==> src/rtl/rrvf_pkg.sv <==
// Package with constants shared by the RR rate variability flag block.
package rrvf_pkg;

  localparam int RATE_W   = 10;
  localparam int TERM_W   = 24;
  localparam int DIVN_W   = 24;
  localparam int DIVD_W   = 18;
  localparam int DINT_W   = 17;
  localparam int OUT_W    = 80;

  localparam logic [RATE_W-1:0] RATE_MIN = 10'd1;
  localparam logic [RATE_W-1:0] RATE_MAX = 10'd1023;
  localparam logic [DIVN_W-1:0] RND_NUM  = 24'd120000;
  localparam logic [DINT_W-1:0] D_CAP    = 17'd120001;
  localparam logic [DIVN_W-1:0] SPAN_NUM = 24'd15360000;
  localparam logic [4:0]        DIV_LAST = 5'd23;

  localparam logic [4:0] CODE_NONE   = 5'h1F;
  localparam logic [4:0] CODE_FIRST  = 5'd2;
  localparam logic [4:0] CODE_SECOND = 5'd5;
  localparam logic [4:0] CODE_THIRD  = 5'd12;

  localparam logic [7:0] THR_RESET = 8'd30;

endpackage

==> src/rtl/rr_rate_variability_flag.sv <==
// Top level: RR interval rate window with trimmed spread test and span report.
// A non-positive or first peak is answered straight from idle; while the window fills a peak takes
// two 24-step passes of the shared restoring divider and one memory write, and once it is full
// also the window scan (S_SCAN), the trim (S_TRIM) and the spread test (S_VAR1, S_VAR2, S_DONE).
// Throughput: one peak in flight; the next transfer is taken as the result leaves.
// Synchronous active-low reset clears history, fill count and threshold; memory is not reset.
module rr_rate_variability_flag #(
  parameter int WINDOW = 16
) (
  input  logic        clk,
  input  logic        rst_n,
  input  logic        in_tvalid,
  output logic        in_tready,
  input  logic [31:0] in_tdata,      // [31:0] peak_time_ms
  output logic        out_tvalid,
  input  logic        out_tready,
  // [0] mark_valid, [32:1] start_time_ms, [64:33] end_time_ms, [69:65] mark_type,
  // [74:70] mark_code_second, [79:75] mark_code_third
  output logic [rrvf_pkg::OUT_W-1:0] out_tdata,
  input  logic        cfg_psel,
  input  logic        cfg_penable,
  input  logic        cfg_pwrite,
  input  logic [2:0]  cfg_paddr,
  input  logic [31:0] cfg_pwdata,
  output logic [31:0] cfg_prdata,
  output logic        cfg_pready
);
  import rrvf_pkg::*;

  localparam int IW    = (WINDOW > 1) ? $clog2(WINDOW) : 1;
  localparam int CW    = $clog2(WINDOW + 1);
  localparam int M_CNT = WINDOW - 4;
  localparam int MW    = $clog2(M_CNT + 1);
  localparam int SXW   = $clog2(WINDOW * 1023 + 1);
  localparam int SXXW  = $clog2(WINDOW * 1046529 + 1);
  localparam int SPW   = $clog2(WINDOW * 15360000 + 1);
  localparam int PAW   = 2 * SXW;
  localparam int PBW   = SXXW + MW;
  localparam int DW    = (PAW > PBW) ? PAW : PBW;
  localparam int TMW   = 8 + MW;
  localparam int RHW   = 2 * TMW;
  localparam int MEMW  = RATE_W + TERM_W;

  typedef enum logic [3:0] {
    S_IDLE, S_DIVR, S_DIVS, S_WR, S_SCAN, S_TRIM, S_VAR1, S_VAR2, S_DONE
  } state_t;

  state_t state_r, state_nxt;
  logic [7:0] thr_r;
  logic signed [31:0] prev_r, prev_nxt;
  logic have_r, have_nxt;
  logic [IW-1:0] fill_r, fill_nxt, wptr_r, wptr_nxt;
  logic [31:0] peak_r, peak_nxt;
  logic [DIVN_W-1:0] num_r, num_nxt;
  logic [DIVD_W-1:0] den_r, den_nxt, rem_r, rem_nxt;
  logic [4:0] dcnt_r, dcnt_nxt;
  logic [RATE_W-1:0] rate_r, rate_nxt;
  logic [TERM_W-1:0] term_r, term_nxt;
  logic [CW-1:0] scnt_r, scnt_nxt;
  logic rdv_r, rdv_nxt;
  logic [MEMW-1:0] rd_data_r;
  logic [IW-1:0] rd_addr;
  logic [SXW-1:0] sx_r, sx_nxt;
  logic [SXXW-1:0] sxx_r, sxx_nxt;
  logic [SPW-1:0] span_r, span_nxt;
  logic [RATE_W-1:0] max1_r, max1_nxt, max2_r, max2_nxt;
  logic [RATE_W-1:0] min1_r, min1_nxt, min2_r, min2_nxt;
  logic [1:0] tk_r, tk_nxt;
  logic [PAW-1:0] pa_r, pa_nxt;
  logic [PBW-1:0] pb_r, pb_nxt;
  logic [TMW-1:0] tm_r, tm_nxt;
  logic [DW-1:0] diff_r, diff_nxt;
  logic [RHW-1:0] rhs_r, rhs_nxt;
  logic out_valid_r, out_valid_nxt;
  logic [OUT_W-1:0] out_data_r, out_data_nxt;
  logic [MEMW-1:0] mem [WINDOW];

  logic signed [31:0] in_peak;
  logic signed [32:0] ivl;
  logic [DINT_W-1:0] dint;
  logic [DIVD_W:0] rem_sh;
  logic div_ge;
  logic [DIVN_W-1:0] quo;
  logic [RATE_W-1:0] x, tv;
  logic [2*RATE_W-1:0] xsq, tvsq;
  logic wr_en, flag;
  logic [31:0] start_t;
  logic cfg_wr;

  localparam logic [OUT_W-1:0] NO_MARK = {CODE_NONE, CODE_NONE, CODE_NONE,
                                          32'hFFFF_FFFF, 32'hFFFF_FFFF, 1'b0};

  assign cfg_pready = 1'b1;
  assign cfg_wr     = cfg_psel && cfg_penable && cfg_pwrite && cfg_pready;
  assign cfg_prdata = (cfg_paddr[2] == 1'b0) ? {24'd0, thr_r} : 32'd0;

  assign in_tready  = (state_r == S_IDLE) && (!out_valid_r || out_tready);
  assign out_tvalid = out_valid_r;
  assign out_tdata  = out_data_r;

  assign in_peak = in_tdata;
  assign ivl     = {in_peak[31], in_peak} - {prev_r[31], prev_r};
  always_comb begin
    if (ivl < 33'sd1) begin
      dint = DINT_W'(1);
    end else if (ivl > 33'sd120000) begin
      dint = D_CAP;
    end else begin
      dint = ivl[DINT_W-1:0];
    end
  end

  assign rem_sh = {rem_r, num_r[DIVN_W-1]};
  assign div_ge = rem_sh >= {1'b0, den_r};
  assign quo    = {num_r[DIVN_W-2:0], div_ge};

  assign x    = rd_data_r[MEMW-1:TERM_W];
  assign xsq  = (2*RATE_W)'(x) * (2*RATE_W)'(x);
  always_comb begin
    case (tk_r)
      2'd0:    tv = max1_r;
      2'd1:    tv = max2_r;
      2'd2:    tv = min1_r;
      default: tv = min2_r;
    endcase
  end
  assign tvsq    = (2*RATE_W)'(tv) * (2*RATE_W)'(tv);
  assign wr_en   = (state_r == S_WR);
  assign rd_addr = (scnt_r < CW'(WINDOW)) ? scnt_r[IW-1:0] : '0;
  assign flag    = (64'(diff_r) << 4) > 64'(rhs_r);
  assign start_t = peak_r - 32'(span_r >> 8);

  always_comb begin
    state_nxt = state_r; prev_nxt = prev_r; have_nxt = have_r;
    fill_nxt = fill_r; wptr_nxt = wptr_r; peak_nxt = peak_r;
    num_nxt = num_r; den_nxt = den_r; rem_nxt = rem_r; dcnt_nxt = dcnt_r;
    rate_nxt = rate_r; term_nxt = term_r; scnt_nxt = scnt_r; rdv_nxt = rdv_r;
    sx_nxt = sx_r; sxx_nxt = sxx_r; span_nxt = span_r;
    max1_nxt = max1_r; max2_nxt = max2_r; min1_nxt = min1_r; min2_nxt = min2_r;
    tk_nxt = tk_r; pa_nxt = pa_r; pb_nxt = pb_r; tm_nxt = tm_r;
    diff_nxt = diff_r; rhs_nxt = rhs_r;
    out_valid_nxt = out_valid_r; out_data_nxt = out_data_r;
    if (out_valid_r && out_tready) begin
      out_valid_nxt = 1'b0;
    end
    case (state_r)
      S_IDLE: begin
        if (in_tvalid && in_tready) begin
          if (in_peak <= 32'sd0) begin
            out_valid_nxt = 1'b1;
            out_data_nxt  = NO_MARK;
          end else if (!have_r) begin
            prev_nxt      = in_peak;
            have_nxt      = 1'b1;
            out_valid_nxt = 1'b1;
            out_data_nxt  = NO_MARK;
          end else begin
            prev_nxt  = in_peak;
            peak_nxt  = in_tdata;
            num_nxt   = RND_NUM + DIVN_W'(dint);
            den_nxt   = {dint, 1'b0};
            rem_nxt   = '0;
            dcnt_nxt  = '0;
            state_nxt = S_DIVR;
          end
        end
      end
      S_DIVR, S_DIVS: begin
        num_nxt  = quo;
        rem_nxt  = div_ge ? DIVD_W'(rem_sh - {1'b0, den_r}) : rem_sh[DIVD_W-1:0];
        dcnt_nxt = dcnt_r + 5'd1;
        if (dcnt_r == DIV_LAST) begin
          if (state_r == S_DIVR) begin
            if (quo == '0) begin
              rate_nxt = RATE_MIN;
              den_nxt  = DIVD_W'(RATE_MIN);
            end else if (quo > DIVN_W'(RATE_MAX)) begin
              rate_nxt = RATE_MAX;
              den_nxt  = DIVD_W'(RATE_MAX);
            end else begin
              rate_nxt = quo[RATE_W-1:0];
              den_nxt  = DIVD_W'(quo[RATE_W-1:0]);
            end
            num_nxt   = SPAN_NUM;
            rem_nxt   = '0;
            dcnt_nxt  = '0;
            state_nxt = S_DIVS;
          end else begin
            term_nxt  = quo;
            state_nxt = S_WR;
          end
        end
      end
      S_WR: begin
        wptr_nxt = (wptr_r == IW'(WINDOW - 1)) ? '0 : wptr_r + IW'(1);
        if (fill_r < IW'(WINDOW - 1)) begin
          fill_nxt      = fill_r + IW'(1);
          out_valid_nxt = 1'b1;
          out_data_nxt  = NO_MARK;
          state_nxt     = S_IDLE;
        end else begin
          scnt_nxt  = '0;
          rdv_nxt   = 1'b0;
          sx_nxt    = '0;
          sxx_nxt   = '0;
          span_nxt  = '0;
          max1_nxt  = '0;
          max2_nxt  = '0;
          min1_nxt  = RATE_MAX;
          min2_nxt  = RATE_MAX;
          state_nxt = S_SCAN;
        end
      end
      S_SCAN: begin
        if (scnt_r < CW'(WINDOW)) begin
          scnt_nxt = scnt_r + CW'(1);
          rdv_nxt  = 1'b1;
        end else begin
          rdv_nxt = 1'b0;
        end
        if (rdv_r) begin
          sx_nxt   = sx_r + SXW'(x);
          sxx_nxt  = sxx_r + SXXW'(xsq);
          span_nxt = span_r + SPW'(rd_data_r[TERM_W-1:0]);
          if (x > max1_r) begin
            max1_nxt = x;
            max2_nxt = max1_r;
          end else if (x > max2_r) begin
            max2_nxt = x;
          end
          if (x < min1_r) begin
            min1_nxt = x;
            min2_nxt = min1_r;
          end else if (x < min2_r) begin
            min2_nxt = x;
          end
          if (scnt_r == CW'(WINDOW)) begin
            tk_nxt    = '0;
            state_nxt = S_TRIM;
          end
        end
      end
      S_TRIM: begin
        sx_nxt  = sx_r - SXW'(tv);
        sxx_nxt = sxx_r - SXXW'(tvsq);
        tk_nxt  = tk_r + 2'd1;
        if (tk_r == 2'd3) begin
          state_nxt = S_VAR1;
        end
      end
      S_VAR1: begin
        pa_nxt    = PAW'(sx_r) * PAW'(sx_r);
        pb_nxt    = PBW'(M_CNT) * PBW'(sxx_r);
        tm_nxt    = TMW'(thr_r) * TMW'(M_CNT);
        state_nxt = S_VAR2;
      end
      S_VAR2: begin
        diff_nxt  = DW'(pb_r) - DW'(pa_r);
        rhs_nxt   = RHW'(tm_r) * RHW'(tm_r);
        state_nxt = S_DONE;
      end
      S_DONE: begin
        if (!out_valid_r) begin
          out_valid_nxt = 1'b1;
          out_data_nxt  = flag ? {CODE_THIRD, CODE_SECOND, CODE_FIRST, peak_r, start_t, 1'b1}
                               : NO_MARK;
          state_nxt     = S_IDLE;
        end
      end
      default: state_nxt = S_IDLE;
    endcase
  end

  always_ff @(posedge clk) begin
    if (wr_en) begin
      mem[wptr_r] <= {rate_r, term_r};
    end
    rd_data_r <= mem[rd_addr];
  end

  always_ff @(posedge clk) begin
    if (!rst_n) begin
      state_r     <= S_IDLE;
      thr_r       <= THR_RESET;
      prev_r      <= '0;
      have_r      <= 1'b0;
      fill_r      <= '0;
      wptr_r      <= '0;
      rdv_r       <= 1'b0;
      out_valid_r <= 1'b0;
    end else begin
      state_r     <= state_nxt;
      if (cfg_wr && cfg_paddr[2] == 1'b0) begin
        thr_r <= cfg_pwdata[7:0];
      end
      prev_r      <= prev_nxt;
      have_r      <= have_nxt;
      fill_r      <= fill_nxt;
      wptr_r      <= wptr_nxt;
      rdv_r       <= rdv_nxt;
      out_valid_r <= out_valid_nxt;
    end
    peak_r     <= peak_nxt;
    num_r      <= num_nxt;
    den_r      <= den_nxt;
    rem_r      <= rem_nxt;
    dcnt_r     <= dcnt_nxt;
    rate_r     <= rate_nxt;
    term_r     <= term_nxt;
    scnt_r     <= scnt_nxt;
    sx_r       <= sx_nxt;
    sxx_r      <= sxx_nxt;
    span_r     <= span_nxt;
    max1_r     <= max1_nxt;
    max2_r     <= max2_nxt;
    min1_r     <= min1_nxt;
    min2_r     <= min2_nxt;
    tk_r       <= tk_nxt;
    pa_r       <= pa_nxt;
    pb_r       <= pb_nxt;
    tm_r       <= tm_nxt;
    diff_r     <= diff_nxt;
    rhs_r      <= rhs_nxt;
    out_data_r <= out_data_nxt;
  end

  a_fill_bound: assert property (@(posedge clk) disable iff (!rst_n)
    fill_r <= IW'(WINDOW - 1))
    else $error("fill count past window");

  a_busy_no_take: assert property (@(posedge clk) disable iff (!rst_n)
    (state_r != S_IDLE) |-> !in_tready)
    else $error("input taken while busy");

  a_mark_full: assert property (@(posedge clk) disable iff (!rst_n)
    (state_r == S_DONE && !out_valid_r) |=> (out_valid_r && fill_r == IW'(WINDOW - 1)))
    else $error("mark result without full window");

endmodule

==> config.mk <==
export PLATFORM = sky130hd
export DESIGN_NAME = rr_rate_variability_flag
export DESIGN_NICKNAME = d
export VERILOG_FILES = /design/src/rtl/rrvf_pkg.sv /design/src/rtl/rr_rate_variability_flag.sv
export SDC_FILE = /design/constraint.sdc
export NUM_CORES = 2
export LEC_CHECK = 0
export ABC_AREA = 1
export BUFFER_PORTS_ARGS = -buffer_cell sky130_fd_sc_hd__buf_4
export CORE_ASPECT_RATIO = 0.75
export CORE_MARGIN = 2
export CORE_UTILIZATION = 57
export CTS_BUF_LIST = sky130_fd_sc_hd__clkbuf_4 sky130_fd_sc_hd__clkbuf_8 sky130_fd_sc_hd__clkbuf_16
export DETAILED_ROUTE_END_ITERATION = 10
export PLACE_DENSITY_LB_ADDON = 0.08
export SKIP_LAST_GASP = 1
export SLEW_MARGIN = 25
export SYNTH_ARGS = -nofsm -noshare
export SYNTH_HDL_FRONTEND = slang
export SYNTH_SLANG_ARGS = --single-unit
==> constraint.sdc <==
create_clock -name clk -period 5.95 [get_ports clk]
set_input_delay 1.19 -clock clk [delete_from_list [all_inputs] [get_ports clk]]
set_output_delay 1.19 -clock clk [all_outputs]
set_load 0.02 [all_outputs]
Word-level counts from Yosys, hierarchy flattened
Memory sizes are Yosys's and may differ from the RTL's. A register that Yosys moved wholly into a read port is not among the register bits.
Index checks and enable logic that the tools add are counted.
{"block": "totals", "reg_bits": 491, "latch_bits": 0, "mem_bits_rw": 544, "rom_bits": 0, "inputBits": 74, "out_inout_bits": 115, "elab_cells": 230, "n_memories": 1}
{"memory": "mem", "words": 16, "width": 34, "rd": 1, "rd_clocked_by_memory_dff": 1, "write_ports": 1, "line_no": "rr_rate_variability_flag.sv:76", "source": "logic [MEMW-1:0] mem [WINDOW];"}
{"block": "classes", "n_addsub": 15, "mul": 6, "div": 0, "order_cmp": 12, "eq_ne": 31, "shifts": 0, "muxes": 95, "bitwise_logic": 3, "n_reduce_logical": 36}
{"op": "$mux W80", "n": 6}
{"op": "$pmux W80 S3", "n": 1}
{"op": "$mux W18", "n": 11}
{"op": "$mux W24", "n": 7}
{"op": "$mux W10", "n": 15}
{"op": "$pmux W10 S2", "n": 4}
{"op": "$pmux W18 S2", "n": 2}
{"op": "$pmux W24 S3", "n": 1}
{"op": "$mul A10 B10 Y20", "n": 3}
{"op": "$mux W28", "n": 2}
{"op": "$pmux W28 S2", "n": 1}
{"op": "$pmux W24 S2", "n": 1}
{"op": "$pmux W14 S3", "n": 1}
{"op": "$mux W4", "n": 10}
{"op": "$mux W5", "n": 7}
{"op": "$mux W17", "n": 2}
{"op": "$gt A33 B18 Y1 const B", "n": 1}
{"op": "$lt A33 B2 Y1 const B", "n": 1}
{"op": "$sub A32 B32 Y33", "n": 1}
{"op": "$gt A32 B24 Y1", "n": 1}
{"op": "$le A32 B1 Y1 const B", "n": 1}
{"op": "$pmux W4 S8", "n": 1}
{"op": "$sub A32 B20 Y32", "n": 1}
{"op": "$pmux W10 S3", "n": 1}
{"op": "56 further kinds", "n": 116}

Longest topological paths before layout
{"block": "depth", "ltp_word": 9, "depth_mapped": 32, "mapped_depth_nobuf": 32}

Worst setup path after synthesis
OpenSTA, ideal clock, no wires.
{"block": "synth_timing", "kind": "register to register", "start": "register tk_r[0]", "end": "register sxx_r[22], data pin", "setup_ns": 0.258, "arrival_ns": 6.283, "required_time_ns": 5.692, "path_slack_ns": -0.591, "stages_incl_launch_ff": 31, "path_buffers": 2, "synth_period_minus_slack_ns": 6.541, "cell_sequence": "edfxtp_1 -> ha_1 -> inv_1 -> clkbuf_1 -> clkbuf_1 -> o21ai_0 -> o21ai_0 -> clkinv_1 -> nor2_1 -> inv_1 -> fa_1 -> inv_1 -> fa_1 -> fa_1 -> fa_1 -> fa_1 -> inv_1 -> ha_1 -> a21oi_1 -> inv_1 -> a21oi_1 -> o221ai_1 -> a21oi_1 -> o221ai_1 -> nand2_1 -> nand2_1 -> nand3_1 -> o211ai_1 -> or2_2 -> nand3_1 -> nand2_1"}
{"block": "synth_between", "elab_chain_cells": 5, "elab_cells_between_ends": 7, "classes_between": "1 x add/sub; 1 x mul; 2 x eq/ne; 2 x mux; 1 x reduce/logical"}
{"element": "start, declared", "line_no": "rr_rate_variability_flag.sv:68", "source": "logic [1:0] tk_r, tk_nxt;"}
{"element": "start signal, assigned", "line_no": "rr_rate_variability_flag.sv:318", "source": "tk_r <= tk_nxt;"}
{"element": "$eq A2 B2 Y1 (tied with other cells)", "line_no": "rr_rate_variability_flag.sv:120", "source": "case (tk_r)"}
{"element": "$pmux W10 S3 (*)", "line_no": "rr_rate_variability_flag.sv:120"}
{"element": "$mul A10 B10 Y20 (*)", "line_no": "rr_rate_variability_flag.sv:127", "source": "assign tvsq = (2*RATE_W)'(tv) * (2*RATE_W)'(tv);"}
{"element": "$sub A24 B20 Y24 (*)", "line_no": "rr_rate_variability_flag.sv:245", "source": "sxx_nxt = sxx_r - SXXW'(tvsq);"}
{"element": "$pmux W24 S3 (*)", "line_no": "rr_rate_variability_flag.sv:146", "source": "case (state_r)"}
{"element": "end signal, assigned", "line_no": "rr_rate_variability_flag.sv:312", "source": "sxx_r <= sxx_nxt;"}
{"element": "end, declared", "line_no": "rr_rate_variability_flag.sv:64", "source": "logic [SXXW-1:0] sxx_r, sxx_nxt;"}
Mark *: on every way between the ends. The rest lies on a longest branch, timed or not.
A chain may end at the register's enable or synchronous reset.

Worst setup path after layout
{"block": "layout_timing", "start": "register tk_r[1]", "end": "register sxx_r[22], data pin"}
The elaborated chain is that of the path after synthesis.

==> out/summary.txt <==
Syn Area/Cell -> 9.703 um^2
reg2reg end -> sxx_r[22]
CP most frequent cell -> fa_1
reg-to-reg slack, setup -> -0.32 ns
number of global-route vias before repair -> 46650
Hold Path Depth -> 0
Nets -> 7926
RSZ-0062 raised after global routing -> yes
CTS tree -> built
crit path DAT -> 6.70 ns
failing checks -> setup timing
count of final setup violators -> 9
Critical Path Stages -> 25
Worst Setup Start Kind -> register
first-pass GRT wire length -> 267600 um
clock tree buffer depth -> 3
most frequent cells in the layout -> 1086 x inv_1, 963 x edfxtp_1, 952 x nand2_1, 821 x nor2_1, 467 x ha_1
fin worst setup slack -> -0.3154 ns
cells after synthesis -> 6732
Post-Route WL -> 173100 um
final critical-path required period -> 6.265 ns
Peak Freq -> 159.6 MHz
Unique masters post-synth -> 66
Row Count -> 107
Max Cap Viol -> 0
HPWL Detailed -> 119900 um
Final Max Slew Viols -> 0
Worst Path Required -> 6.39 ns
count of final hold-check violations -> 0
TritonRoute pass-1 iters -> 6
Leakage -> 0.03260 uW
clk slew on worst S/H paths -> 0.06 ns
initial antenna violation count -> 6
grt total ovfl -> 0
root buf cell -> clkbuf_16
I/O Buffers -> 132
layout cells sized above 1 -> 12.28%
Synth Cell Area -> 65320 um^2
Crit path buffers/inverters -> 5
hold crit path type -> reg2reg
H-tree Lvls -> 3
Crit Path Max Fanout -> 7
TritonCTS Buffers -> 104
worst clock skew -> 0.07732 ns
final hold slack -> 0.4482 ns
Setup crit end kind -> register
Worst-Skew Late Latency -> 0.76 ns
Critical path origin -> tk_r[1]
Layout area overhead -> 14.25%
Max VDD drop -> 930.5 uV
Design Area, Final -> 74630 um^2
Most used DFF post-synth -> edfxtp_1
number of synthesized flops with an enable pin -> 963
DRC viols -> 0
Area after DPL -> 69770 um^2
core region area -> 113700 um^2
Routed WL per cell -> 19.94 um
slowest cell on the critical path -> fa_1
pwr dens -> 326.8 nW/um^2
I/O pins -> 189
Worst slew margin -> 28.12%
GRT Total Usage -> 29.54%
DIE AREA -> 117400 um^2
yosys warns -> 0
outcome -> finished with violations
critical path's largest stage delay -> 0.58 ns
register bit count reported by yosys -> 1052
Crit Path Class -> reg2reg
Tcrit/Tclk final -> 105.3%
chip width -> 394.9 um
Reg2Reg Depth -> 25
Reg-to-Reg Start -> tk_r[1]
GP Congestion -> 0.9306
hold buffer count at cts -> 0
die height -> 297.2 um
largest net degree at the start of global routing -> 139
asr flop ratio synth -> 0%
Routed Antenna Nets -> 0
clock sink count -> 1052
vias -> 48260
initial core utilization -> 57.47%
Slew @ Worst Pin -> 1.068 ns
Setup crit end -> sxx_r[22]
First DRT Iteration DRCs -> 4589
via/cell ratio -> 5.556
delay-heaviest family, CP -> adder cells
sequential fraction of the synthesis area -> 47.00%
commonest non-fill, non-tap cell in the layout -> inv_1
[area by class of cell]
cell class	count	area (um^2)
Inverter	1123	4249
Timing Repair inverter	1	7.507
Fill cell	8992	39030
Timing Repair Buffer	443	3560
Clock buffer	126	2841
Sequential cell	1052	30700
Tap cell	1526	1909
Antenna cell	3	7.507
Multi-Input combinational cell	4340	30390
Clock inverter	71	964.7
[how the worst min path moves through the flow]
stage | from | to
6_report | num_r[21] | term_r[22]
5_1_grt | num_r[19] | term_r[20]
4_1_cts | num_r[21] | term_r[22]
3_5_place_dp | num_r[21] | term_r[22]
3_3_place_gp | num_r[17] | term_r[18]
2_1_floorplan | tm_r[2] | rhs_r[4]
[layer usage]
metal  share of wire, %  GRT usage (%)  up-vias
li1                   -              -    23080
met1                 46          44.07    23170
met2                 42          42.60     1779
met3                 10          8.726      223
met4                2.1          6.516        4
met5              0.018              0        -
[cell usage after synthesis (22+ instances only)]
cell / n / area share, %
o21ai_0: 407 / 3.1
a21oi_1: 409 / 3.1
xnor2_1: 48 / 0.64
nor4_1: 25 / 0.24
nor2_1: 867 / 5.0
nand2_1: 960 / 5.5
o311ai_0: 135 / 1.8
edfxtp_1: 963 / 44
buf_4: 40 / 0.46
fa_1: 305 / 9.3
dfxtp_1: 89 / 2.7
nor3_1: 38 / 0.29
ha_1: 482 / 9.2
or2_2: 33 / 0.32
clkbuf_1: 191 / 1.1
nand4_1: 44 / 0.42
xor2_1: 115 / 1.5
nand3_1: 205 / 1.6
o22ai_1: 22 / 0.21
inv_1: 1097 / 6.3
[sequential cells by signal (all words and copies together), names as in the netlist, 26 cells and up]
signal and flops:
mem 544, out_tdata 66, rd_data_r 34, peak_r 32, prev_r 32, span_r 28
diff_r 27, pa_r 27, pb_r 26
[repair_timing]
item / in CTS / in global routing
pin swaps: 52 / 46
setup buffers: 25 / 17
endpoints found under the setup margin: 25 / 25
cloned: 1 / 0
gates resized for setup: 120 / 52
[stage by stage]
| step | setup slack (ns) | utilization, % | instances | setup TNS, ns | power [uW] |
|---|---|---|---|---|---|
| 2_1_floorplan | -0.04487 | - | 6760 | -0.04487 | 13770 |
| 3_3_place_gp | -0.5743 | 61.34 | 8441 | -4.677 | 16250 |
| 3_5_place_dp | -0.7029 | 61.39 | 8443 | -6.761 | 16380 |
| 4_1_cts | -0.1929 | 65.34 | 8665 | -0.6339 | 23740 |
| 5_1_grt | -0.5149 | 65.65 | 8682 | -4.074 | 25720 |
| 6_report | -0.3154 | 65.66 | 8685 | -1.014 | 24390 |
[cell families (layout without fill, tap and decap cells)]
logic type               after synthesis  count (layout)  synth area share (%)
other                                  2              33               0.01150
XOR/XNOR                             164             164                 2.210
multiplexers                           3               3               0.04980
flip-flops                          1052            1052                 47.00
buffers and inverters               1368            1764                 8.125
adder cells (fa/ha/maj)              787             787                 18.58
AND/OR/NAND/NOR                     2223            2223                 13.92
AO/OA/AOI/OAI                       1133            1133                 10.11
[power by group]
| part | switching (uW) | leakage (uW) | internal (uW) |
|---|---|---|---|
| Combinational | 4990 | 0.0215 | 3220 |
| Sequential | 200 | 0.00927 | 8740 |
| Clock | 3050 | 0.00188 | 4190 |
No activity file was read; power rests on OpenSTA's default activity.
